[config.mk]
export PLATFORM = sky130hd
export DESIGN_NAME = dual_domain_async_fifo
export DESIGN_NICKNAME = d
export VERILOG_FILES = /design/src/hdl/ddaf_pkg.sv /design/src/hdl/ddaf_ram.sv /design/src/hdl/dual_domain_async_fifo.sv
export SDC_FILE = /design/constraint.sdc
export NUM_CORES = 2
export LEC_CHECK = 0
export ABC_AREA = 1
export BUFFER_PORTS_ARGS = -buffer_cell sky130_fd_sc_hd__buf_4
export CORE_UTILIZATION = 37
export CTS_CLUSTER_SIZE = 20
export DETAILED_ROUTE_END_ITERATION = 10
export SYNTH_ARGS = -nofsm -noshare
export SYNTH_HDL_FRONTEND = slang
export SYNTH_SLANG_ARGS = --single-unit
[constraint.sdc]
create_clock -name aclk -period 6.71 [get_ports aclk]
set_input_delay 1.342 -clock aclk [delete_from_list [all_inputs] [get_ports aclk]]
set_output_delay 1.342 -clock aclk [all_outputs]
set_load 0.02 [all_outputs]
[src/hdl/ddaf_pkg.sv]
// Package for the dual-domain FIFO model: default sizes and the per-request result record.
// No dependencies; imported by the top level.
`timescale 1ns / 1ps
`default_nettype none

package ddaf_pkg;

    // Default sizes handed to the top-level parameters
    localparam int DEF_FIFO_DEPTH  = 8;
    localparam int DEF_SYNC_STAGES = 2;
    localparam int DEF_DATA_WIDTH  = 64;

    // Width of sequence counters and the reset epoch
    localparam int CNT_W = 32;

    // Control/status part of one result, carried through the pipeline
    typedef struct packed {
        logic             push_ready;
        logic             pop_valid;
        logic [CNT_W-1:0] epoch_seen;
        logic             link_active;
    } ddaf_result_t;

endpackage

`default_nettype wire

[src/hdl/ddaf_ram.sv]
// Generic simple dual-port RAM: one write port, one read port with registered read data.
// No dependencies.
`timescale 1ns / 1ps
`default_nettype none

module ddaf_ram #(
    parameter int WIDTH = 64,
    parameter int DEPTH = 8
) (
    input  wire logic                     aclk,
    input  wire logic                     wr_en,
    input  wire logic [$clog2(DEPTH)-1:0] wr_addr,
    input  wire logic [WIDTH-1:0]         wr_data,
    input  wire logic                     rd_en,
    input  wire logic [$clog2(DEPTH)-1:0] rd_addr,
    output logic      [WIDTH-1:0]         rd_data
);

    logic [WIDTH-1:0] mem [DEPTH];

    // write port
    always_ff @(posedge aclk) begin
        if (wr_en) begin
            mem[wr_addr] <= wr_data;
        end
    end

    // registered read, held while not enabled
    always_ff @(posedge aclk) begin
        if (rd_en) begin
            rd_data <= mem[rd_addr];
        end
    end

endmodule

`default_nettype wire

[src/hdl/dual_domain_async_fifo.sv]
// Top level of the dual-domain FIFO model: per-tick domain state, entry RAM and result pipeline.
// Depends on ddaf_pkg and ddaf_ram.
//
//  channel | direction | handshake          | payload
//  --------+-----------+--------------------+------------------------------------------------
//  s_      | in        | s_valid / s_ready  | func, reset_n, push_valid, push_data, pop_ready
//  m_      | out       | m_valid / m_ready  | push_ready, pop_valid, pop_data, epoch_seen,
//          |           |                    | link_active
//
// One request is taken every cycle while s_ready is high; its result passes the entry RAM read
// register and then the output register. Domain state is updated in the cycle a request is
// taken, so the next request may follow at once; the RAM is read only on reader ticks.
// aresetn restores the post-reset state: entries are not cleared, as a reader
// can only reach entries written since the last clear.
// With the output stalled, one more request is taken into the RAM read stage; then s_ready
// drops until m_ready returns.
`timescale 1ns / 1ps
`default_nettype none

module dual_domain_async_fifo
    import ddaf_pkg::*;
#(
    parameter int FIFO_DEPTH  = DEF_FIFO_DEPTH,
    parameter int SYNC_STAGES = DEF_SYNC_STAGES,
    parameter int DATA_WIDTH  = DEF_DATA_WIDTH
) (
    input  wire logic        aclk,
    input  wire logic        aresetn,
    input  wire logic        s_valid,
    output logic             s_ready,
    input  wire logic        s_func,
    input  wire logic        s_reset_n,
    input  wire logic        s_push_valid,
    input  wire logic [63:0] s_push_data,
    input  wire logic        s_pop_ready,
    output logic             m_valid,
    input  wire logic        m_ready,
    output logic             m_push_ready,
    output logic             m_pop_valid,
    output logic [63:0]      m_pop_data,
    output logic [31:0]      m_epoch_seen,
    output logic             m_link_active
);

    localparam int               IDX_W    = $clog2(FIFO_DEPTH);
    localparam logic [IDX_W-1:0] IDX_LAST = IDX_W'(FIFO_DEPTH - 1);
    localparam logic [CNT_W-1:0] DEPTH_C  = CNT_W'(FIFO_DEPTH);

    // domain state
    logic [CNT_W-1:0] wc_reg, wc_next, rc_reg, rc_next;
    logic [IDX_W-1:0] wr_idx_reg, wr_idx_next, rd_idx_reg, rd_idx_next;
    logic [CNT_W-1:0] wr_sync_reg [SYNC_STAGES];
    logic [CNT_W-1:0] wr_sync_next [SYNC_STAGES];
    logic [CNT_W-1:0] rd_sync_reg [SYNC_STAGES];
    logic [CNT_W-1:0] rd_sync_next [SYNC_STAGES];
    logic [CNT_W-1:0] epoch_reg, epoch_next;
    logic [CNT_W-1:0] wr_pipe0_reg, wr_pipe0_next, wr_pipe1_reg, wr_pipe1_next;
    logic [CNT_W-1:0] rd_pipe0_reg, rd_pipe0_next, rd_pipe1_reg, rd_pipe1_next;
    logic             wr_rel_reg, wr_rel_next, rd_rel_reg, rd_rel_next;
    logic             wr_seen_reg, wr_seen_next, rd_seen_reg, rd_seen_next;

    // pipeline
    logic             p1_valid_reg, p1_valid_next;
    ddaf_result_t     p1_res_reg;
    logic             m_valid_reg, m_valid_next;
    ddaf_result_t     m_res_reg;
    logic [63:0]      m_pop_data_reg;

    logic             s_accept, p1_move;
    ddaf_result_t     step_res;
    logic             ram_we, ram_re;
    logic [DATA_WIDTH-1:0] ram_rdata;

    logic [CNT_W-1:0] own_pipe0, own_pipe1, epoch_tmp, wr_vis, rd_vis;
    logic             own_rel, own_seen, other_rel, rel_tmp, room, avail;

    // handshake
    assign p1_move  = p1_valid_reg && (!m_valid_reg || m_ready);
    assign s_ready  = !p1_valid_reg || !m_valid_reg || m_ready;
    assign s_accept = s_valid && s_ready;

    // visible counters and the room / fill tests
    assign rd_vis = rd_sync_reg[SYNC_STAGES-1];
    assign wr_vis = wr_sync_reg[SYNC_STAGES-1];
    assign room   = (wc_reg >= rd_vis) && ((wc_reg - rd_vis) < DEPTH_C);
    assign avail  = (wr_vis >= rc_reg) && ((wr_vis - rc_reg) <= DEPTH_C) && (wr_vis != rc_reg);

    // one tick of the selected domain
    always_comb begin
        wc_next       = wc_reg;
        rc_next       = rc_reg;
        wr_idx_next   = wr_idx_reg;
        rd_idx_next   = rd_idx_reg;
        wr_sync_next  = wr_sync_reg;
        rd_sync_next  = rd_sync_reg;
        epoch_next    = epoch_reg;
        wr_pipe0_next = wr_pipe0_reg;
        wr_pipe1_next = wr_pipe1_reg;
        rd_pipe0_next = rd_pipe0_reg;
        rd_pipe1_next = rd_pipe1_reg;
        wr_rel_next   = wr_rel_reg;
        rd_rel_next   = rd_rel_reg;
        wr_seen_next  = wr_seen_reg;
        rd_seen_next  = rd_seen_reg;
        ram_we        = 1'b0;
        ram_re        = 1'b0;
        step_res      = '0;
        epoch_tmp     = epoch_reg;
        rel_tmp       = 1'b0;

        own_pipe0 = s_func ? rd_pipe0_reg : wr_pipe0_reg;
        own_pipe1 = s_func ? rd_pipe1_reg : wr_pipe1_reg;
        own_rel   = s_func ? rd_rel_reg   : wr_rel_reg;
        own_seen  = s_func ? rd_seen_reg  : wr_seen_reg;
        other_rel = s_func ? wr_rel_reg   : rd_rel_reg;

        if (s_accept) begin
            if (!s_reset_n) begin
                // first reset tick clears the FIFO and opens a new epoch
                if (!own_seen) begin
                    wc_next     = '0;
                    rc_next     = '0;
                    wr_idx_next = '0;
                    rd_idx_next = '0;
                    for (int s = 0; s < SYNC_STAGES; s++) begin
                        wr_sync_next[s] = '0;
                        rd_sync_next[s] = '0;
                    end
                    wr_rel_next = 1'b0;
                    rd_rel_next = 1'b0;
                    epoch_tmp   = epoch_reg + 1'b1;
                end
                epoch_next = epoch_tmp;
                if (s_func) begin
                    rd_seen_next  = 1'b1;
                    rd_rel_next   = 1'b0;
                    rd_pipe0_next = epoch_tmp;
                    rd_pipe1_next = epoch_tmp;
                end else begin
                    wr_seen_next  = 1'b1;
                    wr_rel_next   = 1'b0;
                    wr_pipe0_next = epoch_tmp;
                    wr_pipe1_next = epoch_tmp;
                end
                step_res.epoch_seen  = epoch_tmp;
                step_res.link_active = 1'b0;
            end else begin
                step_res.epoch_seen  = own_pipe1;
                step_res.link_active = wr_rel_reg && rd_rel_reg;
                rel_tmp = own_rel;
                if (own_pipe1 != epoch_reg) begin
                    rel_tmp = 1'b0;
                end else if (!own_rel) begin
                    rel_tmp = 1'b1;
                end else if (other_rel) begin
                    if (!s_func) begin
                        // writer: push when there is room
                        step_res.push_ready = room;
                        if (room && s_push_valid) begin
                            ram_we  = 1'b1;
                            wc_next = wc_reg + 1'b1;
                            if (wc_reg == '1 || wr_idx_reg == IDX_LAST) begin
                                wr_idx_next = '0;
                            end else begin
                                wr_idx_next = wr_idx_reg + 1'b1;
                            end
                        end
                        rd_sync_next[0] = rc_reg;
                        for (int s = 1; s < SYNC_STAGES; s++) begin
                            rd_sync_next[s] = rd_sync_reg[s-1];
                        end
                    end else begin
                        // reader: head entry read from RAM, pop on pop_ready
                        step_res.pop_valid = avail;
                        ram_re = avail;
                        if (avail && s_pop_ready) begin
                            rc_next = rc_reg + 1'b1;
                            if (rc_reg == '1 || rd_idx_reg == IDX_LAST) begin
                                rd_idx_next = '0;
                            end else begin
                                rd_idx_next = rd_idx_reg + 1'b1;
                            end
                        end
                        wr_sync_next[0] = wc_reg;
                        for (int s = 1; s < SYNC_STAGES; s++) begin
                            wr_sync_next[s] = wr_sync_reg[s-1];
                        end
                    end
                end
                // epoch pipe shift
                if (s_func) begin
                    rd_seen_next  = 1'b0;
                    rd_rel_next   = rel_tmp;
                    rd_pipe1_next = own_pipe0;
                    rd_pipe0_next = epoch_reg;
                end else begin
                    wr_seen_next  = 1'b0;
                    wr_rel_next   = rel_tmp;
                    wr_pipe1_next = own_pipe0;
                    wr_pipe0_next = epoch_reg;
                end
            end
        end
    end

    // pipeline valid flags
    always_comb begin
        p1_valid_next = p1_valid_reg;
        if (s_accept) begin
            p1_valid_next = 1'b1;
        end else if (p1_move) begin
            p1_valid_next = 1'b0;
        end
        m_valid_next = m_valid_reg;
        if (p1_move) begin
            m_valid_next = 1'b1;
        end else if (m_ready) begin
            m_valid_next = 1'b0;
        end
    end

    // control state
    always_ff @(posedge aclk) begin
        if (!aresetn) begin
            wc_reg       <= '0;
            rc_reg       <= '0;
            wr_idx_reg   <= '0;
            rd_idx_reg   <= '0;
            for (int s = 0; s < SYNC_STAGES; s++) begin
                wr_sync_reg[s] <= '0;
                rd_sync_reg[s] <= '0;
            end
            epoch_reg    <= '0;
            wr_pipe0_reg <= '0;
            wr_pipe1_reg <= '0;
            rd_pipe0_reg <= '0;
            rd_pipe1_reg <= '0;
            wr_rel_reg   <= 1'b0;
            rd_rel_reg   <= 1'b0;
            wr_seen_reg  <= 1'b1;
            rd_seen_reg  <= 1'b1;
            p1_valid_reg <= 1'b0;
            m_valid_reg  <= 1'b0;
        end else begin
            wc_reg       <= wc_next;
            rc_reg       <= rc_next;
            wr_idx_reg   <= wr_idx_next;
            rd_idx_reg   <= rd_idx_next;
            wr_sync_reg  <= wr_sync_next;
            rd_sync_reg  <= rd_sync_next;
            epoch_reg    <= epoch_next;
            wr_pipe0_reg <= wr_pipe0_next;
            wr_pipe1_reg <= wr_pipe1_next;
            rd_pipe0_reg <= rd_pipe0_next;
            rd_pipe1_reg <= rd_pipe1_next;
            wr_rel_reg   <= wr_rel_next;
            rd_rel_reg   <= rd_rel_next;
            wr_seen_reg  <= wr_seen_next;
            rd_seen_reg  <= rd_seen_next;
            p1_valid_reg <= p1_valid_next;
            m_valid_reg  <= m_valid_next;
        end
    end

    // result payload registers
    always_ff @(posedge aclk) begin
        if (s_accept) begin
            p1_res_reg <= step_res;
        end
        if (p1_move) begin
            m_res_reg      <= p1_res_reg;
            m_pop_data_reg <= p1_res_reg.pop_valid ? 64'(ram_rdata) : 64'd0;
        end
    end

    // entry storage
    ddaf_ram #(
        .WIDTH (DATA_WIDTH),
        .DEPTH (FIFO_DEPTH)
    ) u_entries (
        .aclk    (aclk),
        .wr_en   (ram_we),
        .wr_addr (wr_idx_reg),
        .wr_data (s_push_data[DATA_WIDTH-1:0]),
        .rd_en   (ram_re),
        .rd_addr (rd_idx_reg),
        .rd_data (ram_rdata)
    );

    // outputs
    assign m_valid       = m_valid_reg;
    assign m_push_ready  = m_res_reg.push_ready;
    assign m_pop_valid   = m_res_reg.pop_valid;
    assign m_pop_data    = m_pop_data_reg;
    assign m_epoch_seen  = m_res_reg.epoch_seen;
    assign m_link_active = m_res_reg.link_active;

`ifndef ASSERT_OFF
    // counters stay consistent: never more read than written, never over depth
    a_fill_bound: assert property (@(posedge aclk) disable iff (!aresetn)
        (rc_reg <= wc_reg) && ((wc_reg - rc_reg) <= DEPTH_C))
        else $error("outstanding entries out of range");

    // a result reports room or an entry, never both
    a_one_side: assert property (@(posedge aclk) disable iff (!aresetn)
        m_valid |-> !(m_push_ready && m_pop_valid))
        else $error("push_ready and pop_valid together");

    // data is zero whenever no entry is shown
    a_data_zero: assert property (@(posedge aclk) disable iff (!aresetn)
        (m_valid && !m_pop_valid) |-> (m_pop_data == 64'd0))
        else $error("pop_data not zero without pop_valid");

    // link only reported active when both domains had released
    a_link: assert property (@(posedge aclk) disable iff (!aresetn)
        (s_accept && s_reset_n && !(wr_rel_reg && rd_rel_reg)) |=> !p1_res_reg.link_active)
        else $error("link_active without both domains released");
`endif

endmodule

`default_nettype wire

==> results.yml <==
status:
  status: "completed"
worst_setup_path:
  crit_slowest_cell: "nor2_4"
  endpoint_kind: "register"
  worstPathRequired_ps: 7090
  crit_arrival_ps: 5400
  cp_max_fo: 73
  crit_type: "primary input to register"
  start_kind: "primary input"
  max_stage_delay_ps: 720
  worstPathCellList: "buf_4 > o21ai_0 > xor2_1 > nor2_1 > nand3_1 > nor4_1 > nand2_1 > nor3_1 > nand4_1 > nor2_1 > nand3_1 > nor2_4 > buf_12"
  crit_family: "simple AND/OR/NAND/NOR gates"
  critPathBufInv: 2
layout:
  seq_area_mm2: 0.02861
  largest_register_ffs: 512
  multi_input_area_mm2: 0.01691
  synthToLayoutAreaGrowth_pct: 13.45
  fill_cells: 12737
  layoutNonFillerInstCount: 7342
  finalNetCount: 5649
  layout-drive-gt1-share_pct: 7.483
drt:
  drt-met1-wl_um: 59040
  drtIter0Drc: 3156
  ant_nets: 0
  drt-total-wl_um: 132600
  drt_first_pass_iters: 6
  wl_per_cell_um: 18.06
  avgViaCountPerCell: 5.110
  routed.top_layer: "met5"
  vias: 37517
  wl_met2_um: 64160
  drc_errors: 0
  dr_wl_met3_um: 5971
logic_synthesis:
  synth_fp_nets: 5585
  synth_top_area_share_pct: 43.62
  ys_seq_elements: 1074
  netlist_instances: 5442
  yosysSeqAreaShare_pct: 58.53
  synth.avg_cell_area_um2: 8.981
  async_reset_ff_share_pct: 0
  synth_warnings: 0
  ys_types: 46
  synth_flop_cell: "edfxtp_1"
  yosys-top-cells-area: "edfxtp_1 44%, dfxtp_1 15%, nand2_1 7.6%"
  syn_area_mm2: 0.04887
  synth_edf_count: 710
  yosys.area.top_type: "edfxtp_1"
timing:
  tightest_slew_ps: 1204
  skew_ps: 68.36
  min_period_over_period_pct: 74.82
  period_needed_ps: 5020
  fmax_ghz: 0.1992
  rsz0062_at_grt: "false"
  maxSlewHeadroom_pct: 19.72
  finalHoldViolCount: 0
  drv_slew: 0
  setup_violations: 0
pwr:
  ir_worst_vdd_v: 0.0001967
  finalPower_mw: 14.04
  seqPwrFrac_pct: 51.3
  clkPwrFrac_pct: 43.2
  power.share.combinational_pct: 5.5
  swShare_pct: 23.05
  power_density_mw_per_mm2: 253.3
  p_leak_nw: 21.87
  p_int_mw: 10.81
  p_sw_mw: 3.238
placement:
  dp_hpwl_um: 86130
  finalWeightedCongestion: 0.9413
  io_buffers: 172
  place_inst: 7138
floorplanning:
  fp.dieArea_mm2: 0.1336
  io_pins: 173
  start_util_pct: 37.51
  die_y_um: 365.4
  std_cell_rows: 132
  core-area_mm2: 0.1303
  die_w_um: 365.4
global_routing:
  overflow: 0
  grt_pass1_wl_um: 205200
  antenna_found_initial: 6
  grt_max_degree: 190
  grtUsageTotal_pct: 19.52
  grt_pass1_vias: 35579
clock_network:
  root_buffer: "clkbuf_16"
  cts_tree: "yes"
  htreeDepth: 3
  clockBufferDepth: 3
  clkSinkCount: 1074
  clk_latency_ps: 750
  cts_resized: 0
  post_cts_buffers: 0
  path_clk_slew_ps: 60
  holdBufCountCts: 0
  cts_buffers: 108
worst_hold_path:
  hold_class: "register to register"
run:
  max_cap_violations: 0
worst reg2reg max path, delay by kind of cell, from the launching register on:
kind	cells	cell delay (ps)
AND/OR/NAND/NOR	14	3000
buffers and inverters	3	510
AO/OA/AOI/OAI	1	420
flip-flops	1	400
adder cells (fa/ha/maj)	1	240
path summary, 6_finish.rpt:
kind	from	endpoint	slack [ps]	cells past startpoint
setup reg to reg	wc_reg[0]$_SDFFE_PN0P_	u_entries.mem[7][49]$_DFFE_PP_	1780	19
hold / removal	p1_res_reg[15]$_DFFE_PP_	m_epoch_seen[14]$_DFFE_PP_	420	0
hold reg to reg	p1_res_reg[15]$_DFFE_PP_	m_epoch_seen[14]$_DFFE_PP_	420	0
setup / recovery	s_func	u_entries.mem[7][49]$_DFFE_PP_	1690	13
metal layers:
| metal | GRT usage (%) | vias to the layer above |
|---|---|---|
| met5 | 0 | - |
| met4 | 5.685 | 10 |
| met3 | 2.532 | 215 |
| met2 | 33.27 | 917 |
| met1 | 25.84 | 17987 |
| li1 | - | 18388 |
synth_stat cells, types with 6 or more instances:
cell	number
nand2_1	995
nor2_1	762
edfxtp_1	710
inv_1	630
o21ai_0	527
a21oi_1	401
dfxtp_1	364
clkbuf_1	202
nand3_1	170
xor2_1	92
nor3_1	81
ha_1	71
a31oi_1	66
o22ai_1	64
nand4_1	49
o21bai_1	37
o221ai_1	32
buf_1	30
nor4_1	25
nand3b_1	19
xnor2_1	18
buf_2	13
buf_6	8
o21ai_1	8
or2_2	8
o211ai_1	7
nor3b_1	6
power by group through the flow:
| stage | combinational (mW) | sequential (mW) | clock [mW] |
|---|---|---|---|
| after global routing | 0.850 | 7.21 | 6.41 |
| after CTS | 0.771 | 7.21 | 6.18 |
| final | 0.767 | 7.21 | 6.07 |
| after global placement | 0.761 | 7.35 | 0 |
| after detailed placement | 0.768 | 7.35 | 0 |
| after floorplan | 0.449 | 7.37 | 0 |
final cells by class:
class                      count  share of cell area (%)
antenna                        1                0.004513
multi-input combinational   3473                   30.49
clock inverter                61                   1.029
inverter                     637                   4.349
sequential                  1074                   51.61
timing repair buffer         212                   3.164
clock buffer                 142                   5.423
tap                         1742                   3.931
cell families (layout without fill, tap and decap cells):
logic type,count (synthesis),in the layout,share of synthesized area (%)
DFF,1074,1074,58.53
and+or+nand+nor,2128,2128,17.75
xor gates and xnor gates,110,110,1.971
other,0,1,0
adders and majority gates,71,71,1.818
buffers and inverters,895,1052,7.068
AOI/OAI and AO/OA,1164,1164,12.86
through the flow:
step,setup TNS [ps],hold WS [ps],utilization [%],cell area [um^2],worst slack [ps]
floorplan,-264110,400.3,-,48870,-482.5
global placement,0,400.8,39.80,51870,1070
detailed placement,0,404.5,39.80,51870,1007
CTS,0,418.8,42.55,55440,1734
global route,0,422.4,42.55,55450,1380
finish,0,418.3,42.55,55450,1690
placed cells by master (no fill, tap or decap), types with 4 or more instances in the layout:
master / netlist / routed
nor2_1: 762 / 751
bufinv_16: 0 / 7
o21bai_1: 37 / 37
clkbuf_1: 202 / 18
buf_4: 5 / 199
dfxtp_1: 364 / 362
nor3b_1: 6 / 6
edfxtp_1: 710 / 710
clkinvlp_4: 0 / 4
clkinv_2: 0 / 17
xnor2_1: 18 / 18
nand3b_1: 19 / 19
o21ai_1: 8 / 8
buf_12: 0 / 13
clkinv_4: 0 / 4
o22ai_1: 64 / 64
o21ai_2: 5 / 5
nand4_1: 49 / 49
nor4_1: 25 / 25
clkinv_1: 2 / 25
o221ai_1: 32 / 32
a31oi_1: 66 / 66
nor2_4: 3 / 13
nand2_1: 995 / 995
a211oi_1: 5 / 5
clkbuf_8: 0 / 11
o21ai_0: 527 / 527
xor2_1: 92 / 92
nand3_1: 170 / 169
inv_1: 630 / 625
a21oi_1: 401 / 400
or2_2: 8 / 8
o211ai_1: 7 / 7
nor3_1: 81 / 81
ha_1: 71 / 71
clkbuf_16: 0 / 111
inv_2: 5 / 5
(Power assumes the default switching activity.)
